**src/sv/kscd_pkg.sv**
```systemverilog
// ----------------------------------------------------------------------------
// kscd_pkg
// Shared types and constants for the keypad scanner with debounce and chord.
// ----------------------------------------------------------------------------
package kscd_pkg;

  localparam int unsigned SampleW = 12;  // key lines per sample field
  localparam int unsigned CodeW   = 4;   // key code width
  localparam int unsigned InDataW = 24;  // first_sample + confirm_sample
  localparam int unsigned OutDataW = 8;  // key_code padded to a byte

  localparam logic [CodeW-1:0] NoKey     = 4'd0;
  localparam logic [CodeW-1:0] ChordCode = 4'd13;

  // Key 7 and key 8 sit on bits 6 and 7 of a sample.
  localparam int unsigned ChordLo = 6;
  localparam int unsigned ChordHi = 7;

  // One tick's outcome: result word plus next state.
  typedef struct packed {
    logic             emit;
    logic [CodeW-1:0] key_code;
    logic             released;
    logic [CodeW-1:0] last_key_d;
    logic             chord_wait_d;
  } step_t;

endpackage

```
**src/sv/kscd_step.sv**
```systemverilog
// ----------------------------------------------------------------------------
// kscd_step
// Per-tick decision: confirm keys, priority encode, chord and release rules.
// ----------------------------------------------------------------------------
module kscd_step #(
  parameter int unsigned KEYS = 12
) (
  input  logic [kscd_pkg::SampleW-1:0] first_sample_i,
  input  logic [kscd_pkg::SampleW-1:0] confirm_sample_i,
  input  logic [kscd_pkg::CodeW-1:0]   last_key_i,
  input  logic                         chord_wait_i,
  output kscd_pkg::step_t              step_o
);

  localparam int unsigned ScanBits =
    (KEYS < kscd_pkg::SampleW) ? KEYS : kscd_pkg::SampleW;

  logic [kscd_pkg::SampleW-1:0] held;
  logic                         found;
  logic [kscd_pkg::CodeW-1:0]   idx;
  logic [kscd_pkg::CodeW-1:0]   code;
  logic                         chord_up;

  // Held only when low in both samples; bits above the scan width ignored.
  always_comb begin
    for (int i = 0; i < int'(kscd_pkg::SampleW); i++) begin
      held[i] = (i < int'(ScanBits)) ? (~first_sample_i[i] & ~confirm_sample_i[i]) : 1'b0;
    end
  end

  // Lowest held key wins.
  always_comb begin
    found = 1'b0;
    idx   = '0;
    for (int i = 0; i < int'(kscd_pkg::SampleW); i++) begin
      if (!found && held[i]) begin
        found = 1'b1;
        idx   = kscd_pkg::CodeW'(i);
      end
    end
  end

  assign code     = idx + kscd_pkg::CodeW'(1);
  assign chord_up = confirm_sample_i[kscd_pkg::ChordLo] & confirm_sample_i[kscd_pkg::ChordHi];

  always_comb begin
    step_o.emit         = 1'b0;
    step_o.key_code     = code;
    step_o.released     = 1'b0;
    step_o.last_key_d   = last_key_i;
    step_o.chord_wait_d = chord_wait_i;
    if (chord_wait_i) begin
      // Swallow ticks until both chord keys are up, then report chord once.
      step_o.key_code = kscd_pkg::ChordCode;
      if (chord_up) begin
        step_o.chord_wait_d = 1'b0;
        if (last_key_i != kscd_pkg::ChordCode) begin
          step_o.emit       = 1'b1;
          step_o.last_key_d = kscd_pkg::ChordCode;
        end
      end
    end else if (found) begin
      if (idx == kscd_pkg::CodeW'(kscd_pkg::ChordLo) &&
          !confirm_sample_i[kscd_pkg::ChordHi]) begin
        step_o.chord_wait_d = 1'b1;
      end else if (idx == kscd_pkg::CodeW'(kscd_pkg::ChordHi) &&
                   !confirm_sample_i[kscd_pkg::ChordLo]) begin
        if (last_key_i != kscd_pkg::ChordCode) begin
          step_o.chord_wait_d = 1'b1;
        end
      end else if (last_key_i != code) begin
        step_o.emit       = 1'b1;
        step_o.last_key_d = code;
      end
    end else if (last_key_i != kscd_pkg::NoKey) begin
      // All keys up: release of the last reported key.
      step_o.emit       = 1'b1;
      step_o.key_code   = last_key_i;
      step_o.released   = 1'b1;
      step_o.last_key_d = kscd_pkg::NoKey;
    end
  end

endmodule

```
**src/sv/keypad_scan_debounce_chord_top.sv**
```systemverilog
// ----------------------------------------------------------------------------
// keypad_scan_debounce_chord_top
// Debounced priority keypad scanner with a key 7 + key 8 chord.
// ----------------------------------------------------------------------------
// Channel  Dir  Word layout (LSB first)                     Notes
// s_axis   in   tdata[11:0] first_sample, [23:12] confirm   one scan tick/word
// m_axis   out  tdata[3:0] key_code, tuser released         zero or one per tick
//
// Cycles: a tick is registered, decided in the single decision stage between
// the two registers, and its result is registered; one tick is taken every
// cycle unless a held result word stalls the decision stage.
// Reset: rst_ni (async, active low) clears both valids, last_key and
// chord_wait. Stalls: a low m_axis_tready holds the result word; the input
// stage keeps accepting until it holds a tick that cannot move forward.
// Ticks that give no result leave no word; they still wait in the input
// stage while a held result word blocks the decision stage.
// ----------------------------------------------------------------------------
module keypad_scan_debounce_chord_top #(
  parameter int unsigned KEYS = 12  // scanned keys, 8..12
) (
  input  logic                          clk_i,
  input  logic                          rst_ni,
  input  logic                          s_axis_tvalid,
  output logic                          s_axis_tready,
  // [11:0] first_sample, [23:12] confirm_sample
  input  logic [kscd_pkg::InDataW-1:0]  s_axis_tdata,
  output logic                          m_axis_tvalid,
  input  logic                          m_axis_tready,
  // [3:0] key_code, [7:4] zero
  output logic [kscd_pkg::OutDataW-1:0] m_axis_tdata,
  // [0] released
  output logic                          m_axis_tuser
);

  // Input register
  logic                         in_vld_q;
  logic [kscd_pkg::SampleW-1:0] first_q;
  logic [kscd_pkg::SampleW-1:0] conf_q;

  // Scanner state
  logic [kscd_pkg::CodeW-1:0]   last_key_q;
  logic                         chord_wait_q;

  // Result register
  logic                         out_vld_q;
  logic [kscd_pkg::CodeW-1:0]   key_code_q;
  logic                         released_q;

  kscd_pkg::step_t              step;
  logic                         advance;  // result register can take a word
  logic                         fire;     // tick in input register is decided

  assign advance       = !out_vld_q || m_axis_tready;
  assign fire          = in_vld_q && advance;
  assign s_axis_tready = !in_vld_q || advance;

  kscd_step #(
    .KEYS(KEYS)
  ) u_step (
    .first_sample_i   (first_q),
    .confirm_sample_i (conf_q),
    .last_key_i       (last_key_q),
    .chord_wait_i     (chord_wait_q),
    .step_o           (step)
  );

  // Input stage
  always_ff @(posedge clk_i or negedge rst_ni) begin
    if (!rst_ni) begin
      in_vld_q <= 1'b0;
    end else if (s_axis_tready) begin
      in_vld_q <= s_axis_tvalid;
    end
  end

  always_ff @(posedge clk_i) begin
    if (s_axis_tready && s_axis_tvalid) begin
      first_q <= s_axis_tdata[kscd_pkg::SampleW-1:0];
      conf_q  <= s_axis_tdata[2*kscd_pkg::SampleW-1:kscd_pkg::SampleW];
    end
  end

  // State update, once per decided tick
  always_ff @(posedge clk_i or negedge rst_ni) begin
    if (!rst_ni) begin
      last_key_q   <= kscd_pkg::NoKey;
      chord_wait_q <= 1'b0;
    end else if (fire) begin
      last_key_q   <= step.last_key_d;
      chord_wait_q <= step.chord_wait_d;
    end
  end

  // Result stage
  always_ff @(posedge clk_i or negedge rst_ni) begin
    if (!rst_ni) begin
      out_vld_q <= 1'b0;
    end else if (advance) begin
      out_vld_q <= fire && step.emit;
    end
  end

  always_ff @(posedge clk_i) begin
    if (fire && step.emit) begin
      key_code_q <= step.key_code;
      released_q <= step.released;
    end
  end

  assign m_axis_tvalid = out_vld_q;
  assign m_axis_tdata  = {{(kscd_pkg::OutDataW - kscd_pkg::CodeW){1'b0}}, key_code_q};
  assign m_axis_tuser  = released_q;

  // A release word never carries the empty code.
  a_release_code : assert property (@(posedge clk_i) disable iff (!rst_ni)
    m_axis_tvalid && m_axis_tuser |-> m_axis_tdata[kscd_pkg::CodeW-1:0] != kscd_pkg::NoKey)
    else $error("release word with empty key code");

  // The only word leaving a chord wait is the chord press.
  a_chord_exit : assert property (@(posedge clk_i) disable iff (!rst_ni)
    fire && chord_wait_q && step.emit |=>
      m_axis_tvalid && m_axis_tdata[kscd_pkg::CodeW-1:0] == kscd_pkg::ChordCode &&
      !m_axis_tuser)
    else $error("chord wait left with a non-chord word");

  // A release clears the held key.
  a_release_clears : assert property (@(posedge clk_i) disable iff (!rst_ni)
    fire && step.emit && step.released |=> last_key_q == kscd_pkg::NoKey)
    else $error("last key not cleared after release");

  // Held key code stays within single keys and the chord.
  a_last_key_range : assert property (@(posedge clk_i) disable iff (!rst_ni)
    last_key_q <= kscd_pkg::ChordCode)
    else $error("last key code out of range");

endmodule

```
**config.mk**
```make
export PLATFORM = sky130hd
export DESIGN_NAME = keypad_scan_debounce_chord_top
export DESIGN_NICKNAME = d
export VERILOG_FILES = /design/src/sv/kscd_pkg.sv /design/src/sv/kscd_step.sv /design/src/sv/keypad_scan_debounce_chord_top.sv
export SDC_FILE = /design/constraint.sdc
export NUM_CORES = 1
export LEC_CHECK = 0
export ABC_AREA = 1
export BUFFER_PORTS_ARGS = -buffer_cell sky130_fd_sc_hd__buf_2
export CORE_MARGIN = 1.5
export CORE_UTILIZATION = 40
export CTS_CLUSTER_SIZE = 8
export DETAILED_ROUTE_END_ITERATION = 6
export GPL_TIMING_DRIVEN = 0
export PLACE_DENSITY = 0.58
export REMOVE_ABC_BUFFERS = 1
export SYNTH_ARGS = -nofsm -noshare
export SYNTH_HDL_FRONTEND = slang
export SYNTH_HIERARCHICAL = 1
export SYNTH_SLANG_ARGS = --single-unit
export TNS_END_PERCENT = 20
```
**constraint.sdc**
```tcl
create_clock -name clk_i -period 3.3 [get_ports clk_i]
set_clock_uncertainty 0.1 [all_clocks]
set_input_delay 0.66 -clock clk_i [delete_from_list [all_inputs] [get_ports clk_i]]
set_output_delay 0.66 -clock clk_i [all_outputs]
set_load 0.02 [all_outputs]
```
* Word-level counts from Yosys, hierarchy flattened
Cells that the tools add are included.
** Storage, ports and cells
- Latch bits :: 0
- Output and inout bits :: 11
- Logic and storage cells :: 134
- RAM bits :: 0
- Memories :: 0
- Memory bits (read-only) :: 0
- Register bits :: 36
- Input bits :: 28
** Operators by class
- Shift-type cells :: 0
- Multiplexer cells :: 42
- Bitwise operators :: 37
- Equal/unequal tests :: 9
- Reductions and logical operators :: 37
- Add/subtract/negate cells :: 1
- $lt $le $gt $ge :: 0
- Div/mod/pow operators :: 0
- Multipliers :: 0
** Operators with widths (number)
- $mux W4 :: 9
- $not A1 Y1 :: 24
- $mux W1 :: 22
- $mux W5 :: 4
- $logic_and A1 B1 Y1 :: 16
- $logic_not A1 Y1 :: 15
- $and A1 B1 Y1 :: 13
- $mux W3 :: 4
- $mux W10 :: 1
- $ne A3 B3 Y1 const B :: 3
- $eq A4 B3 Y1 const B :: 2
- $reduce_and A7 Y1 :: 1
- $add A4 B1 Y4 const B :: 1
- $mux W2 :: 2
- $ne A2 B1 Y1 const B :: 2
- $ne A4 B4 Y1 :: 1
- $ne A4 B4 Y1 const B :: 1
- $reduce_bool A4 Y1 :: 1
- $reduce_bool A3 Y1 :: 1
- $logic_or A1 B1 Y1 :: 2
- $reduce_or A2 Y1 :: 1

* Longest topological paths before layout
- Depth in word-level cells :: 44
- Gate-level depth with buffers :: 20
- Gate-level depth less buffers :: 20

* Modules after synthesis
The synthesis kept the hierarchy.
** By module, submodules not included
- keypad_scan_debounce_chord_top :: instances 1, seq. area each 1046.0 sq um, cells each 68, area each 1203.7 sq um
- kscd_step :: instances 1, seq. area each 0.0 sq um, cells each 120, area each 655.6 sq um

* Least setup slack after synthesis
Ideal clock, no wire load.
- Path kind :: register to register
- Start point :: register conf_q[2] in the netlist's numbering
- End point :: register key_code_q[0] in the netlist's numbering, enable pin
- Setup time :: 0.339 ns
- Setup slack :: 0.660 ns
- Period minus slack after synthesis :: 2.640 ns
- Stages on the path, launching flop included :: 21
- Arrival :: 2.201 ns
- Path buffers :: 0
- Required time :: 2.861 ns
- Cells stage by stage :: edfxtp_1 -> nor2_1 -> nor2_4 -> nand2_2 -> nor2_1 -> a22oi_1 -> nand2_1 -> nor2_2 -> nand2_1 -> ha_1 -> nand2_1 -> inv_2 -> nor2_1 -> nand2_1 -> nand2_1 -> nor2_1 -> nand2_1 -> nand2_1 -> nand2_1 -> inv_1 -> nor2_1
** RTL lines
- start, declared :: line keypad_scan_debounce_chord_top.sv:38 : logic [kscd_pkg::SampleW-1:0] conf_q;
- start signal, assigned :: line keypad_scan_debounce_chord_top.sv:79 : conf_q <= s_axis_tdata[2*kscd_pkg::SampleW-1:kscd_pkg::SampleW];
- end signal, assigned :: line keypad_scan_debounce_chord_top.sv:105 : key_code_q <= step.key_code;
- end, declared :: line keypad_scan_debounce_chord_top.sv:46 : logic [kscd_pkg::CodeW-1:0] key_code_q;

==> flow_metrics.py <==
metrics = {
    "yosys": {
        "yosys_register_bits": 36,
        "seq_area_frac_synth_pct": 56.3,
        "syn_inst": 188,
        "syn_area_per_cell_um2": 9.89,
        "synthDistinctLibCells": 31,
        "yosys_warnings": 6,
        "netlist_area_um2": 1860,
    },
    "worst_setup_path": {
        "required_ns": 3.16,
        "rr_startpoint": "conf_q[1]$_DFFE_PP_",
        "cp_num_buf_inv": 2,
        "path_max_fanout": 5,
        "reg2reg_to": "key_code_q[2]$_DFFE_PP_",
        "cp_common_cell": "nand2_1",
        "crit_type": "reg -> reg",
        "cp_cell_sequence": "nor2_1 > nor2_4 > nand2_2 > nor2_1 > a22oi_1 > nand2_1 > nor2_2 > nand2_1 > ha_1 > nand2_1 > inv_2 > nor2_1 > nand2_1 > nand2_1 > nor2_1 > nand2_1 > nand2_1 > nand2_1 > inv_1 > nor2_2",
        "cp_top_family": "simple AND/OR/NAND/NOR gates",
        "endpoint_kind": "register",
        "slowest_delay_ns": 0.39,
        "cp-start-kind": "register",
        "rrSetupSlack_ns": 0.40,
        "reg2reg_depth": 20,
        "cp_slowest_cell": "edfxtp_1",
        "arrival_ns": 2.76,
    },
    "die": {
        "dieArea_um2": 5070,
        "coreArea_um2": 4410,
        "rows": 24,
        "dieWidth_um": 71.2,
        "io_pins": 39,
        "die_y_um": 71.2,
        "start_util_pct": 42.1,
    },
    "clock_tree": {
        "numCtsBuffers": 5,
        "htree_levels": 2,
        "path_clk_slew_ns": 0.07,
        "cts_max_path_buffers": 2,
        "clock_latency_ns": 0.28,
        "cts_tree": "yes",
        "clock_sinks": 36,
        "root_buffer": "clkbuf_8",
    },
    "global_route": {
        "grtUsageTotal_pct": 14.4,
        "grt_first_pass_wirelength_um": 5660,
        "grt_max_degree": 25,
        "grt_pass1_vias": 1267,
        "antenna_found_initial": 0,
        "grt-ovfl-total": 0,
    },
    "detailed_routing": {
        "antenna_left": 0,
        "vias_per_cell": 4.80,
        "wl_per_cell_um": 11.5,
        "drt_iter0_markers": 44,
        "drc": 0,
        "drt_wl_total_um": 3210,
        "vias": 1343,
        "drt_first_pass_iters": 4,
    },
    "timing": {
        "fin_hold_ws_ns": 0.0967,
        "fin_setup_tns_ns": 0,
        "finalSetupViolCount": 0,
        "fin_crit_sh_pct": 87.9,
        "rsz0062_at_grt": "no",
        "slew_headroom_pct": 42.5,
        "tightest_slew_ns": 0.861,
        "period_minus_slack_ns": 2.90,
        "hold_viol": 0,
        "drv_slew": 0,
        "max_freq_ghz": 0.345,
    },
    "final_layout": {
        "n_fill_cell": 442,
        "final_common_cell": "nand2_1",
        "nNetsFinal": 257,
        "area_growth_pct": 15.9,
        "seqCellArea_um2": 1050,
        "drive_gt1_share_pct": 29.4,
        "multi_input_area_um2": 699,
        "mostFrequentLayoutCells": "nand2_1 (37), buf_2 (34), edfxtp_1 (29)",
        "num_antenna_cells": 0,
    },
    "place": {
        "gp_congestion": 0.860,
        "dpl.hpwl_um": 2500,
        "port_buffers": 34,
    },
    "hold_path": {
        "min_path_type": "in -> async",
    },
    "power": {
        "swShare_pct": 35.8,
        "seq_power_share_pct": 47.2,
        "clockPowerShare_pct": 20.6,
        "p_comb_share_pct": 32.1,
        "vdd_ir_drop_max_uv": 305,
        "netSwitchingPower_mw": 0.506,
        "intPower_mw": 0.908,
        "p_leak_nw": 0.963,
        "power_density_nw_per_um2": 656,
    },
    "flow_run": {
        "max-cap-violations": 0,
    },
    "outcome": {
        "status": "finished clean",
    },
}
## flip-flops by register name, indices dropped and copies added (netlist names)
name	count
first_q	12
m_axis_tuser	1
key_code_q	4
last_key_q	4
in_vld_q	1
m_axis_tvalid	1
conf_q	12
chord_wait_q	1
## through the flow
stage          utilization (%)  cell area, um2  setup slack (ns)  total power [mW]  instances
2_1_floorplan                -            1830             0.660              1.01        186
3_3_place_gp              46.9            2070             0.274              1.13        272
3_5_place_dp              46.9            2070             0.235              1.13        272
4_1_cts                   48.8            2150             0.210              1.43        280
5_1_grt                   48.8            2150            0.0957              1.52        280
6_report                  48.8            2150             0.400              1.41        280
## cell families after synthesis
logic type / share of synthesized area [%]
AO/OA/AOI/OAI: 7.67
XOR/XNOR: 0.942
adder cells (fa/ha/maj): 1.35
buffers and inverters: 6.86
flip-flops: 56.3
other: 0.202
AND/OR/NAND/NOR: 26.7
## timing repair
action / 4_1_cts / 5_1_grt
hold buffers: 0 / 0
setup buffers: 0 / 0
endpoints found under the setup margin: 0 / 5
gates resized for setup: 0 / 1
## layer usage
metal,share of wire [%],up-vias,global-route usage (%)
met3,5.7,6,4.56
met4,1.8,0,5.66
li1,-,699,-
met5,0,-,0
met1,48,599,19.8
met2,45,39,21.1
## worst register-to-register path: stages (launching register included)
cell	delay, ns
edfxtp_1	0.39
nor2_1	0.21
nor2_4	0.07
nand2_2	0.07
nor2_1	0.05
a22oi_1	0.17
nand2_1	0.09
nor2_2	0.15
nand2_1	0.14
ha_1	0.25
nand2_1	0.09
inv_2	0.04
nor2_1	0.12
nand2_1	0.06
nand2_1	0.07
nor2_1	0.04
nand2_1	0.07
nand2_1	0.05
nand2_1	0.05
inv_1	0.06
nor2_2	0.24
## power groups by stage
stage / logic [mW] / clock network [mW] / registers [mW]
finish: 0.454 / 0.292 / 0.668
global route: 0.519 / 0.322 / 0.681
CTS: 0.457 / 0.309 / 0.668
detailed placement: 0.453 / 0 / 0.677
global placement: 0.453 / 0 / 0.676
floorplan: 0.305 / 0 / 0.701
## cell usage after synthesis
cell type / n / share of area, %
dfrtp_1: 7 / 9.4
nand3_2: 2 / 1.1
nand3_1: 11 / 3.0
inv_2: 3 / 0.61
clkinv_1: 1 / 0.20
buf_4: 5 / 2.0
nand2_2: 6 / 2.0
conb_1: 1 / 0.20
o211ai_1: 1 / 0.40
a41oi_2: 1 / 0.88
ha_1: 2 / 1.3
a21oi_1: 6 / 1.6
edfxtp_1: 29 / 47
xnor2_1: 2 / 0.94
o21ai_0: 7 / 1.9
inv_1: 20 / 4.0
o221ai_1: 2 / 0.94
o311a_2: 1 / 0.61
nand3b_4: 1 / 1.1
nor2_1: 23 / 4.6
o41ai_1: 1 / 0.47
nor2_2: 4 / 1.3
o21ai_2: 1 / 0.47
nor2_4: 5 / 3.0
or2_4: 1 / 0.47
nand4_1: 3 / 1.0
nand4_2: 1 / 0.67
nor3_1: 1 / 0.27
nand2_1: 37 / 7.5
a22oi_1: 1 / 0.40
nor4_1: 2 / 0.67
## worst max-delay path by stage
stage,from,slack (ns),depth (start not counted),to
2_1_floorplan,conf_q[2]$_DFFE_PP_,0.66,20,key_code_q[0]$_DFFE_PP_
3_3_place_gp,conf_q[2]$_DFFE_PP_,0.27,20,key_code_q[3]$_DFFE_PP_
3_5_place_dp,first_q[0]$_DFFE_PP_,0.23,20,key_code_q[3]$_DFFE_PP_
4_1_cts,first_q[0]$_DFFE_PP_,0.21,20,key_code_q[2]$_DFFE_PP_
5_1_grt,conf_q[1]$_DFFE_PP_,0.1,18,key_code_q[2]$_DFFE_PP_
6_report,conf_q[1]$_DFFE_PP_,0.40,20,key_code_q[2]$_DFFE_PP_
## final cells by class
| cell class | count | area share [%] |
|---|---|---|
| repair buffers | 34 | 7.90 |
| flip-flops and latches | 36 | 48.5 |
| clock buffers | 6 | 3.37 |
| multi-input cells | 126 | 32.5 |
| inverters | 24 | 4.18 |
| clock inverters | 2 | 0.523 |
| well taps | 52 | 3.02 |
(Power assumes the default switching activity.)
